## src/rtl/kwm_pkg.sv

```systemverilog
// Shared types, constants and the heap key compare for the k-way merge block.
// Depends on nothing; kwm_if and k_way_merge_heap import it.

package kwm_pkg;

	localparam int SRC_W = 4;
	localparam int VAL_W = 32;
	localparam int CNT_W = 5;

	typedef struct packed {
		logic signed [VAL_W-1:0] value;
		logic [SRC_W-1:0] src;
	} entry_t;

	localparam int ENTRY_W = $bits(entry_t);

	typedef enum logic [3:0] {
		ST_IDLE,
		ST_UP_RD,
		ST_UP_CMP,
		ST_UP_WR,
		ST_DECIDE,
		ST_POP_ROOT,
		ST_POP_LAST,
		ST_DN_RDL,
		ST_DN_RDR,
		ST_DN_CMP,
		ST_EMIT
	} kwm_state_t;

	// Heap order: smaller value first, lower list index on equal values.
	function automatic logic key_less(entry_t a, entry_t b);
		logic res;
		if (a.value != b.value) begin
			res = (a.value < b.value);
		end else begin
			res = (a.src < b.src);
		end
		return res;
	endfunction

endpackage

```

## src/rtl/kwm_if.sv

```systemverilog
// Valid/ready channel interfaces for the k-way merge block.
// Depends on kwm_pkg for the field widths.

interface kwm_in_if import kwm_pkg::*; ();
	logic valid;
	logic ready;
	logic [SRC_W-1:0] source;
	logic signed [VAL_W-1:0] element;
	logic present;

	modport src_end (output valid, source, element, present, input ready);
	modport sink_end (input valid, source, element, present, output ready);
endinterface

interface kwm_out_if import kwm_pkg::*; ();
	logic valid;
	logic ready;
	logic signed [VAL_W-1:0] smallest;
	logic [SRC_W-1:0] from_list;
	logic done_res;

	modport src_end (output valid, smallest, from_list, done_res, input ready);
	modport sink_end (input valid, smallest, from_list, done_res, output ready);
endinterface

```

## src/rtl/kwm_ram.sv

```systemverilog
// Generic single-write, single-read RAM with a registered read port.
// Depends on nothing.

module kwm_ram #(
	parameter int WIDTH = 36,
	parameter int DEPTH = 16
) (
	input  logic                     clk,
	input  logic                     we,
	input  logic [$clog2(DEPTH)-1:0] waddr,
	input  logic [WIDTH-1:0]         wdata,
	input  logic [$clog2(DEPTH)-1:0] raddr,
	output logic [WIDTH-1:0]         rdata
);

	logic [WIDTH-1:0] mem [DEPTH];

	always_ff @(posedge clk) begin
		if (we) begin
			mem[waddr] <= wdata;
		end
		rdata <= mem[raddr];
	end

endmodule

```

## src/rtl/k_way_merge_heap.sv

```systemverilog
// K-way merge of sorted signed lists through a min-heap kept in one RAM.
// Depends on kwm_pkg, kwm_in_if / kwm_out_if and kwm_ram.
//
// Usage: set list_count through cfg_we/cfg_wdata while the block is idle.
// On the feed channel the host first sends one beat per list with its head
// element (present high) or with present low for an empty list. These beats
// give no result. The beat that completes the load, and every later beat,
// gives one result beat on the merged channel: the smallest remaining value
// and the list it came from. The host answers with that list's next element
// or with present low once it is exhausted. When the heap runs empty a single
// beat with done_res high is sent and the block is ready for a new merge.
// The block works on one beat at a time. An insert climbs the heap level by
// level (RAM read, then compare and write) and ends with a write of the root
// if it gets there; a pop descends level by level (read left, read right,
// compare and write) after it has read the root and the last entry.
// The result sits in an output register, so a stalled receiver does not block
// the next feed beat; a further result waits until the register is taken.
// Reset empties the heap, returns to the load phase and sets list_count to 1.

module k_way_merge_heap import kwm_pkg::*; #(
	parameter int MAX_LISTS = 16
) (
	input  logic             clk,
	input  logic             arst_n,
	input  logic             cfg_we,
	input  logic [CNT_W-1:0] cfg_wdata,
	kwm_in_if.sink_end       feed,
	kwm_out_if.src_end       merged
);

	localparam int AW = $clog2(MAX_LISTS);
	localparam int SW = $clog2(MAX_LISTS + 1);

	kwm_state_t state_q, state_d;

	logic [SW-1:0]    size_q;
	logic [CNT_W-1:0] heads_loaded_q;
	logic             merging_q;
	logic [CNT_W-1:0] list_count_q;
	entry_t           key_q;
	entry_t           best_q;
	logic             best_child_q;
	logic [AW-1:0]    best_idx_q;
	logic [AW-1:0]    idx_q;
	entry_t           res_q;
	logic             res_done_q;
	logic             out_valid_q;
	entry_t           out_q;
	logic             out_done_q;

	logic                 ram_we;
	logic [AW-1:0]        ram_waddr;
	logic [ENTRY_W-1:0]   ram_wdata;
	logic [AW-1:0]        ram_raddr;
	logic [ENTRY_W-1:0]   ram_rdata;
	entry_t               rd_entry;

	logic                 accept;
	logic                 do_insert;
	entry_t               in_entry;
	logic [AW-1:0]        parent_idx;
	logic [SW:0]          left_w;
	logic [SW:0]          right_w;
	logic                 left_ok;
	logic                 right_ok;
	logic [CNT_W-1:0]     hl_next;
	logic [CNT_W-1:0]     lc_eff;
	logic                 load_done;
	logic                 emit_load;

	kwm_ram #(
		.WIDTH(ENTRY_W),
		.DEPTH(MAX_LISTS)
	) u_heap_ram (
		.clk  (clk),
		.we   (ram_we),
		.waddr(ram_waddr),
		.wdata(ram_wdata),
		.raddr(ram_raddr),
		.rdata(ram_rdata)
	);

	assign rd_entry = entry_t'(ram_rdata);
	assign in_entry = '{value: feed.element, src: feed.source};

	assign feed.ready = (state_q == ST_IDLE);
	assign accept = feed.valid && feed.ready;
	assign do_insert = feed.present && (size_q < SW'(MAX_LISTS));

	assign parent_idx = (idx_q - AW'(1)) >> 1;
	assign left_w = ((SW+1)'(idx_q) << 1) + (SW+1)'(1);
	assign right_w = left_w + (SW+1)'(1);
	assign left_ok = (left_w < (SW+1)'(size_q));
	assign right_ok = (right_w < (SW+1)'(size_q));

	// A list_count of zero counts as one list; the heap depth caps it from above.
	assign hl_next = heads_loaded_q + CNT_W'(1);
	assign lc_eff = (list_count_q == '0) ? CNT_W'(1) : list_count_q;
	assign load_done = (hl_next >= lc_eff) || (32'(hl_next) >= 32'(MAX_LISTS));

	assign emit_load = (state_q == ST_EMIT) && (!out_valid_q || merged.ready);

	assign merged.valid = out_valid_q;
	assign merged.smallest = out_q.value;
	assign merged.from_list = out_q.src;
	assign merged.done_res = out_done_q;

	always_ff @(posedge clk or negedge arst_n) begin
		if (!arst_n) begin
			state_q <= ST_IDLE;
		end else begin
			state_q <= state_d;
		end
	end

	// Next state and RAM control. The hole method moves entries instead of
	// swapping them, so the key being placed is written only once.
	always_comb begin
		state_d = state_q;
		ram_we = 1'b0;
		ram_waddr = idx_q;
		ram_wdata = ENTRY_W'(key_q);
		ram_raddr = '0;
		unique case (state_q)
			ST_IDLE: begin
				if (accept) begin
					if (do_insert) begin
						if (size_q == '0) begin
							ram_we = 1'b1;
							ram_waddr = '0;
							ram_wdata = ENTRY_W'(in_entry);
							state_d = ST_DECIDE;
						end else begin
							state_d = ST_UP_RD;
						end
					end else begin
						state_d = ST_DECIDE;
					end
				end
			end
			ST_UP_RD: begin
				ram_raddr = parent_idx;
				state_d = ST_UP_CMP;
			end
			ST_UP_CMP: begin
				ram_we = 1'b1;
				ram_waddr = idx_q;
				if (key_less(key_q, rd_entry)) begin
					ram_wdata = ram_rdata;
					state_d = (parent_idx == '0) ? ST_UP_WR : ST_UP_RD;
				end else begin
					ram_wdata = ENTRY_W'(key_q);
					state_d = ST_DECIDE;
				end
			end
			ST_UP_WR: begin
				ram_we = 1'b1;
				state_d = ST_DECIDE;
			end
			ST_DECIDE: begin
				ram_raddr = '0;
				if (!merging_q && !load_done) begin
					state_d = ST_IDLE;
				end else if (size_q == '0) begin
					state_d = ST_EMIT;
				end else begin
					state_d = ST_POP_ROOT;
				end
			end
			ST_POP_ROOT: begin
				ram_raddr = AW'(size_q - SW'(1));
				state_d = (size_q == SW'(1)) ? ST_EMIT : ST_POP_LAST;
			end
			ST_POP_LAST: begin
				state_d = ST_DN_RDL;
			end
			ST_DN_RDL: begin
				ram_raddr = left_w[AW-1:0];
				if (left_ok) begin
					state_d = ST_DN_RDR;
				end else begin
					ram_we = 1'b1;
					state_d = ST_EMIT;
				end
			end
			ST_DN_RDR: begin
				ram_raddr = right_w[AW-1:0];
				state_d = ST_DN_CMP;
			end
			ST_DN_CMP: begin
				ram_we = 1'b1;
				if (right_ok && key_less(rd_entry, best_q)) begin
					ram_wdata = ram_rdata;
					state_d = ST_DN_RDL;
				end else if (best_child_q) begin
					ram_wdata = ENTRY_W'(best_q);
					state_d = ST_DN_RDL;
				end else begin
					state_d = ST_EMIT;
				end
			end
			ST_EMIT: begin
				if (emit_load) begin
					state_d = ST_IDLE;
				end
			end
			default: begin
				state_d = ST_IDLE;
			end
		endcase
	end

	always_ff @(posedge clk or negedge arst_n) begin
		if (!arst_n) begin
			size_q <= '0;
			heads_loaded_q <= '0;
			merging_q <= 1'b0;
			list_count_q <= CNT_W'(1);
			out_valid_q <= 1'b0;
		end else begin
			if (cfg_we) begin
				list_count_q <= cfg_wdata;
			end
			if (emit_load) begin
				out_valid_q <= 1'b1;
			end else if (merged.ready) begin
				out_valid_q <= 1'b0;
			end
			if (accept && do_insert) begin
				size_q <= size_q + SW'(1);
			end
			if (state_q == ST_POP_ROOT) begin
				size_q <= size_q - SW'(1);
			end
			if (state_q == ST_DECIDE) begin
				if (!merging_q) begin
					heads_loaded_q <= hl_next;
					if (load_done) begin
						merging_q <= 1'b1;
					end
				end
				if ((merging_q || load_done) && size_q == '0) begin
					heads_loaded_q <= '0;
					merging_q <= 1'b0;
				end
			end
		end
	end

	// Datapath registers: no reset needed.
	always_ff @(posedge clk) begin
		if (emit_load) begin
			out_q <= res_q;
			out_done_q <= res_done_q;
		end
		case (state_q)
			ST_IDLE: begin
				key_q <= in_entry;
				idx_q <= size_q[AW-1:0];
			end
			ST_UP_CMP: begin
				idx_q <= parent_idx;
			end
			ST_DECIDE: begin
				res_q <= '0;
				res_done_q <= 1'b1;
			end
			ST_POP_ROOT: begin
				res_q <= rd_entry;
				res_done_q <= 1'b0;
			end
			ST_POP_LAST: begin
				key_q <= rd_entry;
				idx_q <= '0;
			end
			ST_DN_RDR: begin
				if (key_less(rd_entry, key_q)) begin
					best_q <= rd_entry;
					best_child_q <= 1'b1;
				end else begin
					best_q <= key_q;
					best_child_q <= 1'b0;
				end
				best_idx_q <= left_w[AW-1:0];
			end
			ST_DN_CMP: begin
				if (right_ok && key_less(rd_entry, best_q)) begin
					idx_q <= right_w[AW-1:0];
				end else if (best_child_q) begin
					idx_q <= best_idx_q;
				end
			end
			default: begin
			end
		endcase
	end

	a_size_bound: assert property (@(posedge clk) disable iff (!arst_n)
		32'(size_q) <= 32'(MAX_LISTS))
		else $error("heap size above capacity");

	a_write_in_heap: assert property (@(posedge clk) disable iff (!arst_n)
		ram_we |=> (32'($past(ram_waddr)) < 32'(size_q)))
		else $error("heap write outside the occupied entries");

	a_done_restarts: assert property (@(posedge clk) disable iff (!arst_n)
		(emit_load && res_done_q) |=> (!merging_q && heads_loaded_q == '0 && size_q == '0))
		else $error("done beat sent while a merge is still open");

endmodule
```

## src/flat_wrapper.sv

```systemverilog
// flat-port wrapper written by rule: the top's interface ports become plain ports
module k_way_merge_heap_flat import kwm_pkg::*;
#(
	parameter int MAX_LISTS = 16
)
  (clk, arst_n, cfg_we, cfg_wdata, feed_valid, feed_source, feed_element, feed_present, feed_ready, merged_valid, merged_smallest, merged_from_list, merged_done_res, merged_ready);
  kwm_in_if feed_i ();
  kwm_out_if merged_i ();
  input  logic clk;
  input  logic arst_n;
  input  logic cfg_we;
  input  logic [CNT_W-1:0] cfg_wdata;
  input wire logic [$bits(feed_i.valid)-1:0] feed_valid;
  input wire logic [$bits(feed_i.source)-1:0] feed_source;
  input wire logic [$bits(feed_i.element)-1:0] feed_element;
  input wire logic [$bits(feed_i.present)-1:0] feed_present;
  output wire logic [$bits(feed_i.ready)-1:0] feed_ready;
  output wire logic [$bits(merged_i.valid)-1:0] merged_valid;
  output wire logic [$bits(merged_i.smallest)-1:0] merged_smallest;
  output wire logic [$bits(merged_i.from_list)-1:0] merged_from_list;
  output wire logic [$bits(merged_i.done_res)-1:0] merged_done_res;
  input wire logic [$bits(merged_i.ready)-1:0] merged_ready;
  assign feed_i.valid = feed_valid;
  assign feed_i.source = feed_source;
  assign feed_i.element = feed_element;
  assign feed_i.present = feed_present;
  assign feed_ready = feed_i.ready;
  assign merged_valid = merged_i.valid;
  assign merged_smallest = merged_i.smallest;
  assign merged_from_list = merged_i.from_list;
  assign merged_done_res = merged_i.done_res;
  assign merged_i.ready = merged_ready;
  k_way_merge_heap #(.MAX_LISTS(MAX_LISTS)) u_core (.clk(clk), .arst_n(arst_n), .cfg_we(cfg_we), .cfg_wdata(cfg_wdata), .feed(feed_i), .merged(merged_i));
endmodule
```

## config.mk

```make
export PLATFORM = sky130hd
export DESIGN_NAME = k_way_merge_heap_flat
export DESIGN_NICKNAME = d
export VERILOG_FILES = /design/src/rtl/kwm_pkg.sv /design/src/rtl/kwm_if.sv /design/src/rtl/kwm_ram.sv /design/src/rtl/k_way_merge_heap.sv /design/src/flat_wrapper.sv
export SDC_FILE = /design/constraint.sdc
export NUM_CORES = 1
export LEC_CHECK = 0
export BUFFER_PORTS_ARGS = -buffer_cell sky130_fd_sc_hd__buf_2
export CAP_MARGIN = 20
export CORE_MARGIN = 5
export CORE_UTILIZATION = 50
export DETAILED_ROUTE_END_ITERATION = 8
export PLACE_DENSITY = 0.66
export SYNTH_ARGS = -nofsm -noshare
export SYNTH_HDL_FRONTEND = slang
export SYNTH_HIERARCHICAL = 1
export SYNTH_SLANG_ARGS = --single-unit
```

## constraint.sdc

```tcl
create_clock -name clk -period 9.6 [get_ports clk]
set_clock_uncertainty 0.2 [all_clocks]
set_input_delay 0.96 -clock clk [delete_from_list [all_inputs] [get_ports clk]]
set_output_delay 0.96 -clock clk [all_outputs]
set_load 0.01 [all_outputs]
```

=== Yosys cells after proc, flatten, opt, wreduce, memory -nomap -nowiden ===
Memories as Yosys holds them, arrays and structs flattened. A register that Yosys moved wholly into a read port is not among the register bits.
Index checks and enable logic that the tools add are counted.

* $lt $le $gt $ge: 11
* Reduce and logical (&&, ||, !) cells: 26
* Muxes and demuxes: 56
* Add/sub/neg operators: 6
* Shifts and indexed selects: 0
* Equal/unequal tests: 18
* $mul: 0
* Bitwise gates (word level): 0
* Divide/modulo/power cells: 0

{| class="wikitable"
|+ Operator list
! cell !! count
|-
| 2-to-1 mux 36 bit || 7
|-
| case mux 36 bit (2 select lines) || 2
|-
| case mux 36 bit (3 select lines) || 1
|-
| less-than comparator 32 bit || 3
|-
| inequality test 32 bit || 3
|-
| 2-to-1 mux 4 bit || 14
|-
| case mux 4 bit (11 select lines) || 1
|-
| case mux 4 bit (4 select lines) || 2
|-
| 2-to-1 mux 5 bit || 5
|-
| 2-to-1 mux 1 bit || 18
|-
| equality test 4 x 3 -> 1 bit (second input constant) || 4
|-
| equality test 4 bit (second input constant) || 3
|-
| less-than comparator 4 bit || 3
|-
| less-than comparator 6 x 5 -> 1 bit || 2
|-
| adder 5 x 1 -> 5 bit (second input constant) || 2
|-
| zero test 5 bit || 2
|-
| equality test 4 x 2 -> 1 bit (second input constant) || 2
|-
| zero test 4 bit || 2
|-
| nonzero test 2 bit || 4
|-
| logical AND 1 bit || 7
|-
| adder 5 x 1 -> 6 bit (second input constant) || 1
|-
| adder 6 x 1 -> 6 bit (second input constant) || 1
|-
| 2-to-1 mux 3 bit || 2
|-
| AND reduction 2 bit || 3
|-
| other kinds (17) || 23
|}

* Memories kept: 1
* Output and inout bits: 39
* Bits in writable memories: 576
* Latch bits: 0
* Register bits: 176
* Bits in read-only memories: 0
* Word-level logic and storage cells: 137

{| class="wikitable"
|+ Memories
! name !! words !! width !! read ports !! clocked after memory_dff !! write ports !! RTL line !! source
|-
| u_core.u_heap_ram.mem || 16 || 36 || 1 || 1 || 1 || kwm_ram.sv:16 || <nowiki>logic [WIDTH-1:0] mem [DEPTH];</nowiki>
|}

=== Longest topological paths before layout ===
* Depth in word-level cells: 8
* Mapped depth: 12

=== Modules after synthesis ===
The synthesis kept the hierarchy.

{| class="wikitable"
|+ By module, submodules not included
! module !! times used !! area each (µm²) !! sequential area each (µm²) !! cells each
|-
| kwm_ram || 1 || 22318.9 || 18017.3 || 938
|-
| k_way_merge_heap || 1 || 11207.0 || 5151.2 || 1109
|}

=== Least setup slack after synthesis ===
Ideal clock, no wire load.

* Path type: register -> register
* Start: register u_core.state_q[3]
* End: register u_core.u_heap_ram.rdata[10] (read register of u_core.u_heap_ram.mem)
* Cell stages (with the launch flop): 11
* Required time: 9.280 ns
* Library setup time: 0.120 ns
* Data arrival time: 5.291 ns
* Buffers on the path: 3
* Setup slack: 3.990 ns
* Cell sequence: dfrtp_1 -> clkbuf_1 -> nand2b_1 -> nor3_1 -> o21ai_0 -> o221ai_1 -> buf_2 -> clkbuf_1 -> mux4_2 -> a22oi_1 -> nand2_1

* Longest elaborated chain between the ends: 2
* Elaborated cells between the ends (all ways): 5

{| class="wikitable"
|+ Ends and longest elaborated chain
! what !! RTL line !! source
|-
| from (decl) || k_way_merge_heap.sv:34 || <nowiki>kwm_state_t state_q, state_d;</nowiki>
|-
| from (signal assigned) || k_way_merge_heap.sv:112 || <nowiki>state_q <= state_d;</nowiki>
|-
| equality test 4 bit (tied with other cells) || k_way_merge_heap.sv:124 || <nowiki>unique case (state_q)</nowiki>
|-
| case mux 4 bit (4 select lines) (*) || k_way_merge_heap.sv:124 ||
|-
| named net u_core.ram_raddr[1] || k_way_merge_heap.sv:54 || <nowiki>logic [AW-1:0] ram_raddr;</nowiki>
|-
| to (decl) || kwm_ram.sv:13 || <nowiki>output logic [WIDTH-1:0] rdata</nowiki>
|}

The timed path passes the listed nets; every way through them passes the cells marked *.
A chain may end at the register's enable or synchronous reset.

=== Final worst setup path ===
* Start: register u_core.idx_q[0]
* End: memory u_core.u_heap_ram.mem[0][33], data pin

* Longest elaborated chain between the ends: 6

{| class="wikitable"
|+ Ends and longest elaborated chain
! what !! RTL line !! source
|-
| from (decl) || k_way_merge_heap.sv:44 || <nowiki>logic [AW-1:0] idx_q;</nowiki>
|-
| from (signal assigned) || k_way_merge_heap.sv:259 || <nowiki>idx_q <= size_q[AW-1:0];</nowiki>
|-
| from (signal assigned) || k_way_merge_heap.sv:262 || <nowiki>idx_q <= parent_idx;</nowiki>
|-
| from (signal assigned) || k_way_merge_heap.sv:288 || <nowiki>idx_q <= right_w[AW-1:0];</nowiki>
|-
| adder 5 x 1 -> 6 bit || k_way_merge_heap.sv:91 || <nowiki>assign left_w = ((SW+1)'(idx_q) << 1) + (SW+1)'(1);</nowiki>
|-
| adder 6 x 1 -> 6 bit || k_way_merge_heap.sv:92 || <nowiki>assign right_w = left_w + (SW+1)'(1);</nowiki>
|-
| less-than comparator 6 x 5 -> 1 bit || k_way_merge_heap.sv:94 || <nowiki>assign right_ok = (right_w < (SW+1)'(size_q));</nowiki>
|-
| logical AND 1 bit || k_way_merge_heap.sv:192 || <nowiki>if (right_ok && key_less(rd_entry, best_q)) begin</nowiki>
|-
| 2-to-1 mux 36 bit || k_way_merge_heap.sv:192 ||
|-
| case mux 36 bit (3 select lines) || k_way_merge_heap.sv:124 ||
|-
| named net u_core.ram_wdata[33] || k_way_merge_heap.sv:53 || <nowiki>logic [ENTRY_W-1:0] ram_wdata;</nowiki>
|-
| to (decl) || kwm_ram.sv:16 ||
|}

The timed path passes the listed nets, and every way through them passes these cells.

==> out/qor.txt <==
Placer Congestion - 0.867
number of placed instances with taps included - 2951
global-route wire length before repair - 122 mm
total CTS buffers - 79
clock latency reported for the late side of the worst-skew pair - 640 ps
type of the most critical hold path - in2async
Top Usage Layer GRT - met2
pin slew with the least headroom to its limit - 1040 ps
CTS-repair resized insts - 0
arrival time of data at the critical path endpoint - 5270 ps
total global routing track utilization - 22.7%
Post-Synthesis Cell Area - 33500 sq um
cell at the slowest stage of the critical path - o211ai_1
1st-pass router iterations - 6
critical setup path kind - reg2reg
critical path's largest stage delay - 820 ps
buffers plus inverters on the worst setup path - 2
CP Launch Type - flop
number of cells on the worst reg-to-reg path - 11
fraction of layout instances using a drive strength above 1 - 22.4%
leakage power figure - 0.0130 uW
final period demand of the worst path - 5190 ps
fin crit share - 54.1%
area added between synthesis and finish - 13.5%
register bit total from synthesis - 787
Critical Path RT - 9670 ps
cell-by-cell trace of the critical path - inv_1 > ha_1 > ha_1 > o21a_1 > o21a_1 > o21ai_0 > o211ai_1 > nor2_4 > buf_4 > mux2i_1 > o211ai_1
level count of the clock H-tree - 3
Wirelength per Cell - 26.3 um
DRC - 0
count of endpoints failing hold in the final timing report - 0
hold_buf cts - 0
cell family with the largest share of critical-path delay - compound AO/OA/AOI/OAI gates
die boundary width - 269 um
max-slew violation total from the final report - 0
met2 GRT Util - 36.6%
Post-Layout Cell Count - 3115
Setup TNS - 0 ps
detail-routed via count per cell - 6.13
count of boundary I/O pins - 86
slew margin rel. - 30.9%
Core Rows - 95
initial core utilization - 50.2%
core area - 66800 sq um
Post-Route WL - 82.1 mm
DP Area - 35200 sq um
cell chosen for the clock root - clkbuf_16
clock slew at reported path FFs - 60 ps
Post-synth EDFFs - 730
final-report setup violation count - 0
Worst setup EP type - flop
max frequency - 0.193 GHz
unrepaired setup endpoints after global routing - no
top cells by area in the synthesized netlist - edfxtp_1, mux4_2, ha_1
Max rail drop VDD - 0.000269 V
reg2reg setup slack - 4410 ps
largest net degree at the start of global routing - 145
Congestion Overflow GR - 0
CP Depth - 11
post-synth top area cell - edfxtp_1
share of synthesized area occupied by flip-flops and latches - 69.1%
number of global-route vias before repair - 19300
power density cells - 343 nW/um^2
nets - 2313
number of standard cells after synthesis - 2047
detailed placer's ending HPWL - 46.7 mm
largest driver fanout on the critical path - 23
launch point of the worst path - u_core/idx_q[0]
via count - 19100
Synth warnings - 6
result of the run - finished clean
buffer count from post-CTS setup fixing - 0
number of maximum-capacitance constraint violations - 0
Post-synth ARST share - 2.67%
top_reg_cell synth - edfxtp_1
final instance area - 38100 sq um
die area - 72300 sq um
Syn Nets - 2184
clock net sink count - 787
number of antenna-violating nets in the routed design - 0
average cell area after synthesis - 16.4 sq um
number of I/O port buffers - 85
beginning of the worst register-to-register path - u_core/idx_q[0]
Cell variety after synth - 63
met1 global-route usage - 32.0%
clock tree from TritonCTS - built
Yosys top cell area share - 65.4%
maximum buffer depth of the clock tree - 3
Chip Height - 269 um
initial DRC count - 1962
antenna violations before repair - 6
routing usage on met3 - 3.69%
-- synthesized netlist by cell type, types with 3 or more instances --
| library cell | number |
|---|---|
| and2_1 | 7 |
| dfrtp_1 | 20 |
| edfxtp_1 | 730 |
| a22oi_1 | 76 |
| o21ai_0 | 110 |
| xnor2_1 | 10 |
| a221oi_1 | 11 |
| nand2_1 | 191 |
| buf_2 | 26 |
| nor3_1 | 20 |
| a21o_1 | 11 |
| nor4_1 | 4 |
| a21oi_1 | 45 |
| nand2b_1 | 13 |
| mux2i_1 | 62 |
| nand3_1 | 16 |
| clkbuf_1 | 61 |
| and3_1 | 35 |
| mux4_2 | 144 |
| nand4_1 | 16 |
| mux2_2 | 42 |
| inv_1 | 90 |
| o221ai_1 | 7 |
| o31ai_1 | 4 |
| or3_1 | 3 |
| o211ai_1 | 27 |
| o21ai_1 | 4 |
| buf_6 | 12 |
| nor2_1 | 34 |
| buf_1 | 8 |
| a31oi_1 | 6 |
| and4_1 | 3 |
| ha_1 | 90 |
| and2_0 | 20 |
| o21a_1 | 3 |
| o22ai_1 | 4 |
| dfxtp_1 | 36 |
| nor2b_1 | 14 |
-- power by group --
group / switching (uW) / total (uW) / leakage (uW) / internal [uW]
clock network: 1310 / 3250 / 0.00134 / 1940
logic: 2870 / 4550 / 0.00451 / 1680
registers: 363 / 5260 / 0.00720 / 4900
-- metal layers --
layer / vias up / share of wire, %
met3: 140 / 8.5
li1: 8315 / -
met2: 879 / 47
met4: 2 / 3.0
met5: - / 0.0085
met1: 9768 / 41
-- state kept, by name, summed over array words and instances, names as in the netlist, 5 cells and up --
register and cells:
u_core/res_q 36, u_core/u_heap_ram/mem 576, u_core/u_heap_ram/rdata 36, u_core/best_q 36, u_core/heads_loaded_q 5, u_core/merged.smallest 32, u_core/key_q 36, u_core/list_count_q 5
u_core/size_q 5
-- layout make-up --
cell class | instances | area, sq um
multi-input combinational | 1063 | 9710
tap | 873 | 1090
inverter | 90 | 338
sequential | 787 | 23200
timing repair buffer | 155 | 987
clock buffer | 100 | 2170
clock inverter | 46 | 598
fill | 5017 | 28700
antenna | 1 | 2.50
-- final timing paths --
| check | end |
|---|---|
| max | u_core/u_heap_ram/mem[0][33] |
| min | u_core/size_q[4] |
| max reg2reg | u_core/u_heap_ram/mem[0][33] |
| min reg2reg | u_core/merged.smallest[2] |
| max in group asynchronous | u_core/list_count_q[0] |
| min in group clk | u_core/merged.smallest[2] |
-- cells in the final DEF, fill, tap and decap left out, drive strengths merged, types with 12 or more instances in the layout --
cell    instances
edfxtp        730
nand2         192
buf           153
mux4          144
o21ai         114
clkbuf        102
inv            94
ha             90
a22oi          76
mux2i          62
a21oi          45
mux2           42
dfxtp          36
and3           35
nor2           35
o211ai         27
and2           27
clkinv         25
dfrtp          20
nor3           20
nand3          16
nand4          16
nor2b          14
nand2b         13
bufinv         12
-- cells by family after synthesis --
logic type	after synthesis	synth area share, %
and+or+nand+nor	386	5.49
buffers and inverters	197	2.57
adders and majority gates	90	3.36
muxes	248	12.9
DFF	787	69.1
AOI/OAI and AO/OA	327	6.23
xor gates and xnor gates	12	0.313
-- stage by stage --
stage / hold WS [ps] / setup WS (ps) / total power [uW] / utilization (%)
final: 98.3 / 4410 / 13100 / 57.0
after global routing: 131 / 4140 / 13700 / 57.0
after CTS: 79.9 / 4200 / 13000 / 56.8
after detailed placement: 205 / 4190 / 9770 / 52.6
after global placement: 201 / 4340 / 9620 / 52.6
after floorplan: 200 / 3990 / 8230 / -
-- worst reg2reg max path: cells and delay by family (launching register included) --
kind                     cells  cell delay, ps
AO/OA/AOI/OAI                5            1850
adder cells (fa/ha/maj)      2             730
buffers and inverters        2             760
flip-flops                   1             440
multiplexers                 1             160
AND/OR/NAND/NOR              1             710
Power figures use the tool's default switching activity.
